--- src/rtl/lzwhbe_pkg.sv ---
// shared constants, types and command/status bundles for the lzw byte encoder
`timescale 1ns / 1ps
package lzwhbe_pkg;
  localparam int HASH_ENTRIES  = 5003;
  localparam int MAX_CODE_BITS = 12;

  localparam int IDX_W   = $clog2(HASH_ENTRIES);
  localparam int CODE_W  = MAX_CODE_BITS;
  localparam int NFC_W   = MAX_CODE_BITS + 1;
  localparam int ACC_W   = MAX_CODE_BITS + 8;
  localparam int PEND_W  = 5;
  localparam int WIDTH_W = 4;
  localparam int ENTRY_W = 2 * CODE_W + 8;

  localparam logic [CODE_W-1:0]  CLEAR_CODE  = CODE_W'(256);
  localparam logic [CODE_W-1:0]  END_CODE    = CODE_W'(257);
  localparam logic [NFC_W-1:0]   FIRST_FREE  = NFC_W'(258);
  localparam logic [NFC_W-1:0]   FULL_CODE   = NFC_W'(1 << MAX_CODE_BITS);
  localparam logic [WIDTH_W-1:0] START_WIDTH = WIDTH_W'(9);
  localparam logic [WIDTH_W-1:0] MAX_WIDTH   = WIDTH_W'(MAX_CODE_BITS);
  localparam logic [NFC_W-1:0]   START_LIMIT = NFC_W'(511);

  // code source for an emit
  localparam logic [1:0] SEL_WAIT  = 2'd0;
  localparam logic [1:0] SEL_CLEAR = 2'd1;
  localparam logic [1:0] SEL_END   = 2'd2;

  typedef struct packed {
    logic       load_in;
    logic       hash;
    logic       rd;
    logic       step;
    logic       emit;
    logic [1:0] sel;
    logic       push;
    logic       last;
    logic       fin;
    logic       set_wait_byte;
    logic       set_wait_hit;
    logic       set_started;
    logic       wr_entry;
    logic       full_reset;
    logic       state_reset;
    logic       clr_start;
    logic       clr_en;
  } cmd_t;

  typedef struct packed {
    logic action;
    logic started;
    logic empty;
    logic hit;
    logic probe_last;
    logic pend_ge8;
    logic pend_lt16;
    logic pend_eq8;
    logic pend_zero;
    logic full;
    logic clr_done;
    logic out_free;
  } status_t;
endpackage

--- src/rtl/lzwhbe_ctrl.sv ---
// controller: sequences hashing, probing, code emission, draining and clearing
`timescale 1ns / 1ps
module lzwhbe_ctrl import lzwhbe_pkg::*; (
  input  logic    clk,
  input  logic    rst,
  input  logic    in_valid,
  output logic    in_stall,
  input  status_t status,
  output cmd_t    cmd
);
  localparam logic [3:0] S_CLR   = 4'd0;
  localparam logic [3:0] S_IDLE  = 4'd1;
  localparam logic [3:0] S_HASH  = 4'd2;
  localparam logic [3:0] S_RD    = 4'd3;
  localparam logic [3:0] S_CMP   = 4'd4;
  localparam logic [3:0] S_EMIT  = 4'd5;
  localparam logic [3:0] S_DRAIN = 4'd6;
  localparam logic [3:0] S_WR    = 4'd7;
  localparam logic [3:0] S_PAD   = 4'd8;

  localparam logic [2:0] J_START = 3'd0;
  localparam logic [2:0] J_FIN1  = 3'd1;
  localparam logic [2:0] J_FIN2  = 3'd2;
  localparam logic [2:0] J_MISS  = 3'd3;
  localparam logic [2:0] J_FULL  = 3'd4;

  logic [3:0] state, state_next;
  logic [2:0] job, job_next;
  logic [1:0] sel, sel_next;
  logic       final_code;

  always_ff @(posedge clk) begin
    if (rst) begin
      state <= S_CLR;
      job   <= J_START;
      sel   <= SEL_WAIT;
    end else begin
      state <= state_next;
      job   <= job_next;
      sel   <= sel_next;
    end
  end

  assign in_stall = (state != S_IDLE);
  assign final_code = (job == J_START) || (job == J_FIN2) || (job == J_FULL) ||
                      ((job == J_MISS) && !status.full);

  always_comb begin
    state_next = state;
    job_next   = job;
    sel_next   = sel;
    cmd        = '0;
    cmd.sel    = sel;
    cmd.fin    = (job == J_FIN2);
    unique case (state)
      S_CLR: begin
        cmd.clr_en = 1'b1;
        if (status.clr_done) state_next = S_IDLE;
      end
      S_IDLE: begin
        if (in_valid) begin
          cmd.load_in = 1'b1;
          if (status.action) begin
            job_next   = J_FIN1;
            sel_next   = status.started ? SEL_WAIT : SEL_CLEAR;
            state_next = S_EMIT;
          end else if (!status.started) begin
            job_next   = J_START;
            sel_next   = SEL_CLEAR;
            state_next = S_EMIT;
          end else begin
            state_next = S_HASH;
          end
        end
      end
      S_HASH: begin
        cmd.hash   = 1'b1;
        state_next = S_RD;
      end
      S_RD: begin
        cmd.rd     = 1'b1;
        state_next = S_CMP;
      end
      S_CMP: begin
        if (status.empty || (!status.hit && status.probe_last)) begin
          job_next   = J_MISS;
          sel_next   = SEL_WAIT;
          state_next = S_EMIT;
        end else if (status.hit) begin
          cmd.set_wait_hit = 1'b1;
          state_next       = S_IDLE;
        end else begin
          cmd.step   = 1'b1;
          state_next = S_RD;
        end
      end
      S_EMIT: begin
        cmd.emit   = 1'b1;
        state_next = S_DRAIN;
      end
      S_DRAIN: begin
        if (status.pend_ge8) begin
          if (status.out_free) begin
            cmd.push = 1'b1;
            cmd.last = final_code && status.pend_lt16 && !((job == J_FIN2) && !status.pend_eq8);
          end
        end else begin
          unique case (job)
            J_START: begin
              cmd.set_wait_byte = 1'b1;
              cmd.set_started   = 1'b1;
              state_next        = S_IDLE;
            end
            J_FIN1: begin
              job_next   = J_FIN2;
              sel_next   = SEL_END;
              state_next = S_EMIT;
            end
            J_FIN2: state_next = S_PAD;
            J_MISS: begin
              if (status.full) begin
                job_next   = J_FULL;
                sel_next   = SEL_CLEAR;
                state_next = S_EMIT;
              end else begin
                state_next = S_WR;
              end
            end
            default: begin
              cmd.full_reset    = 1'b1;
              cmd.set_wait_byte = 1'b1;
              cmd.clr_start     = 1'b1;
              state_next        = S_CLR;
            end
          endcase
        end
      end
      S_WR: begin
        cmd.wr_entry      = 1'b1;
        cmd.set_wait_byte = 1'b1;
        state_next        = S_IDLE;
      end
      S_PAD: begin
        if (status.pend_zero) begin
          cmd.state_reset = 1'b1;
          cmd.clr_start   = 1'b1;
          state_next      = S_CLR;
        end else if (status.out_free) begin
          cmd.push        = 1'b1;
          cmd.last        = 1'b1;
          cmd.state_reset = 1'b1;
          cmd.clr_start   = 1'b1;
          state_next      = S_CLR;
        end
      end
      default: state_next = S_CLR;
    endcase
  end
endmodule

--- config.mk ---
export PLATFORM = sky130hd
export DESIGN_NAME = lzwhbe_ctrl
export DESIGN_NICKNAME = d
export VERILOG_FILES = /design/src/rtl/lzwhbe_pkg.sv /design/src/rtl/lzwhbe_ctrl.sv
export SDC_FILE = /design/constraint.sdc
export NUM_CORES = 1
export LEC_CHECK = 0
export ABC_AREA = 1
export BUFFER_PORTS_ARGS = -buffer_cell sky130_fd_sc_hd__buf_2
export CORE_MARGIN = 4
export CORE_UTILIZATION = 30
export CTS_CLUSTER_SIZE = 40
export DETAILED_ROUTE_END_ITERATION = 12
export SLEW_MARGIN = 25
export SYNTH_ARGS = -nofsm -noshare
export SYNTH_HDL_FRONTEND = slang
export SYNTH_SLANG_ARGS = --single-unit
--- constraint.sdc ---
create_clock -name clk -period 3.05 [get_ports clk]
set_clock_uncertainty 0.05 [all_clocks]
set_input_delay 0.61 -clock clk [delete_from_list [all_inputs] [get_ports clk]]
set_output_delay 0.61 -clock clk [all_outputs]
set_load 0.01 [all_outputs]
* Word-level counts from Yosys, hierarchy flattened *
Index checks and enable logic that the tools add are counted.

word-level totals
  flip-flop bits (word level) = 9
  input port bits = 15
  output and inout port bits = 19
  logic and storage cells = 103

operators by class
  equal/unequal tests = 21
  multiplexer cells = 59
  reduce and logical (&&, ||, !) cells = 20

operators by type and width
  cell                number
  $pmux 4 s9          1
  $mux 4              7
  $mux 2              13
  $mux 1              23
  $mux 3              7
  $eq 4x3->1 const B  4
  $pmux 4 s4          1
  $ne 3x3->1 const B  3
  $pmux 3 s3          1
  $eq 4x2->1 const B  2
  $ne 2x2->1 const B  4
  $pmux 2 s2          2
  $reduce_and 7->1    1
  $eq 3x2->1 const B  2
  $pmux 2 s3          1
  $pmux 3 s2          1
  $logic_and 1x1->1   5
  $eq 4x1->1 const B  1
  $eq 4x4->1 const B  1
  $logic_not 1->1     4
  $logic_not 4->1     1
  $logic_or 1x1->1    4
  $ne 4x1->1 const B  1
  $pmux 1 s2          2
  other kinds (8)     8

* Logic depth before layout (Yosys ltp) *
  word-level depth = 9
  depth in mapped cells = 10
  depth with buffers taken out = 10

* Least setup slack after synthesis *
Ideal clock, no wire load.

  path kind = flip-flop to output port
  start = register state[1]
  end = output port cmd[5] in the netlist's numbering
  arrival = 1.303 ns
  data required time = 2.390 ns
  path slack = 1.087 ns
  stages on the path, launching flop included = 6
  buffers on the path = 0
  cell sequence = dfxtp_1 inv_1 nor2_2 nand2_2 or2_4 nor4_2

RTL lines
  element                 RTL line           text
  from (decl)             lzwhbe_ctrl.sv:27  logic [3:0] state, state_next;
  from (signal assigned)  lzwhbe_ctrl.sv:38  state <= state_next;
  to (decl)               lzwhbe_ctrl.sv:9   output cmd_t cmd

==> metrics <==
IO Count=34; # clock sinks=9; P&R area growth vs syn=27.1%; cts hold-fix bufs=0; Synth cell types=23; largest net degree at the start of global routing=8; Final Hold Vio Count=0; Yosys warnings=0; Worst EP required=roughly 2.4 ns; DRT Pass-1 Iters=4; Rel. slew slack=78.1%; crit-path max FO=6; CP Capture Type=output port; total grt overflow=0; CTS Root Cell=clkbuf_4; Seq cells post-synth=9; status=completed; Residual DRC=0; Final Slew Violations=0; GP Congestion=0.868; period utilization=78.4%; area of the core=0.00273 sq mm; worst vdd ir=roughly 350 uV; max cap viols=0; Routed WL per cell=10.6 um; Setup CP Type=reg2out; Period minus WS final=between 2 and 2.5 ns; vias per cell=between 4 and 5; RSZ-0062 raised after global routing=false; Seq/Total Area, Yosys=about a fifth; cts repair resizes=0; drt total wl=2.29 mm; final worst slack=around 0.66 ns; setup TNS=0 ns; row count=19; Lkg Pwr=between 0.6 and 0.7 nW; vias in the first global route=between 900 and 1000; ratio of cells with drive above 1 in the final layout=between 20% and 30%; startpoint types=register; Post-DRT Antenna Nets=0; Die Ht=61.2 um; Final Net Count=200; Arr. time, crit path=approximately 1.7 ns; pre-CTS setup slack=approximately 0.95 ns; R2R Setup Slk=1.48 ns; hpwl dp=between 2 and 2.5 mm; CTS Buffer Depth=2; GRT Overall Usage=14.1%; Clock Pin Slew Worst Setup and Hold Paths=~0.070 ns; CTS tree=yes; die width=just over 60 um; Starting Density=31.0%; Worst-Margin Slew=about 0.33 ns; initial antenna violation count=0; initial detailed-routing violation count=12; Min-Delay Path Class=reg2reg; final setup violation count=0; Post-CTS Setup Repair Bufs=0; syn_nets=approximately 160; Cells after Synth=147; global-route wire length before repair=between 3 and 4 mm; H-tree levels=1; # diodes=0; Power Density=~570 mW/mm^2; via count=~1000; Clock Latency Late Sink=0.26 ns; fillers=314; syn avg cell area=between 5 and 6 sq um; die footprint=between 0.003 and 0.004 sq mm; number of port buffers=33; synthesized area=~850 sq um; Fmax=about 420 MHz; clock buffer count from CTS=3
## area by class of cell
cell class / count / area [sq um] / share of cell area (%)
tap: 31 / 38.8 / 3.60
sequential: 9 / 180 / 16.7
clock buffer: 4 / 26.3 / 2.44
multi-input combinational: 114 / 578 / 53.6
timing repair buffer: 33 / 165 / 15.3
inverter: 24 / 90.1 / 8.35
## path summary, 6_finish.rpt
check	startpoint	end	depth (start not counted)
hold / removal	sel[1]	sel[1]	2
hold reg to reg	sel[1]	sel[1]	2
setup reg to reg	state[3]	job[1]	8
setup / recovery	state[1]	cmd[5]	6
## logic make-up after synthesis
logic type             share of synthesized area (%)
DFF                                             21.2
buffers and inverters                           10.6
and+or+nand+nor                                 56.3
AOI/OAI and AO/OA                               11.8
## metrics by stage
stage	utilization, %	hold WS, ns	area (sq um)	std cells	power [mW]
final	39.5	0.450	1080	215	0.619
after global routing	39.5	0.486	1080	215	0.693
after CTS	39.5	0.449	1080	215	0.625
after detailed placement	38.5	0.422	1050	211	0.526
after global placement	38.5	0.418	1050	211	0.524
after floorplan	-	0.470	848	147	0.434
## sequential cells by signal (all words and copies together) (netlist names)
register  flops
state         4
job           3
sel           2
## placed cells by master (no fill, tap or decap), types with 2 or more instances in the layout
cell type	synthesis	routed
nor2_1	27	27
inv_1	22	22
nor2_4	5	5
nand2_2	3	3
nor2_2	2	2
o21ai_0	4	4
nor3_1	2	2
nand3_1	14	14
buf_2	0	33
a21oi_1	9	9
nand2_4	2	2
inv_2	2	2
dfxtp_1	9	9
nand2_1	36	36
clkbuf_4	0	3
## critical path: stages (launching register included)
cell     delay [ns]
dfxtp_1        0.45
inv_1          0.10
nor2_2         0.23
nand2_2        0.14
or2_4          0.27
nor4_2         0.12
buf_2          0.16
## cell usage after synthesis
library cell  number  area (sq um)
o21a_1             1          7.51
inv_2              2          7.51
or2_4              1          8.76
nand3_1           14          70.1
nor3_1             2          10.0
nor2_1            27           101
nor2_4             5          56.3
o22ai_1            1          6.26
nand4_1            1          6.26
nand3_4            1          17.5
nand2_4            2          22.5
o2111ai_1          1          8.76
inv_1             22          82.6
o21bai_1           1          7.51
or3_1              1          6.26
a21oi_1            9          45.0
nand2_1           36           135
nand2_2            3          18.8
nor2_2             2          12.5
o21ai_0            4          20.0
o21ai_1            1          5.00
dfxtp_1            9           180
nor4_2             1          12.5
## routing by layer
layer | routed length (um) | GRT usage, %
met2 | 1140 | 23.6
met1 | 1050 | 17.9
met3 | 95 | 3.77
met4 | 10 | 3.72
met5 | 0 | 0
## report_power, final
part	leakage (nW)	internal, mW	switching [mW]
combinational	0.528	0.122	0.211
sequential	0.0738	0.149	0.0393
clock	0.0150	0.0506	0.0471
total	0.616	0.322	0.297
(Power assumes the default switching activity.)
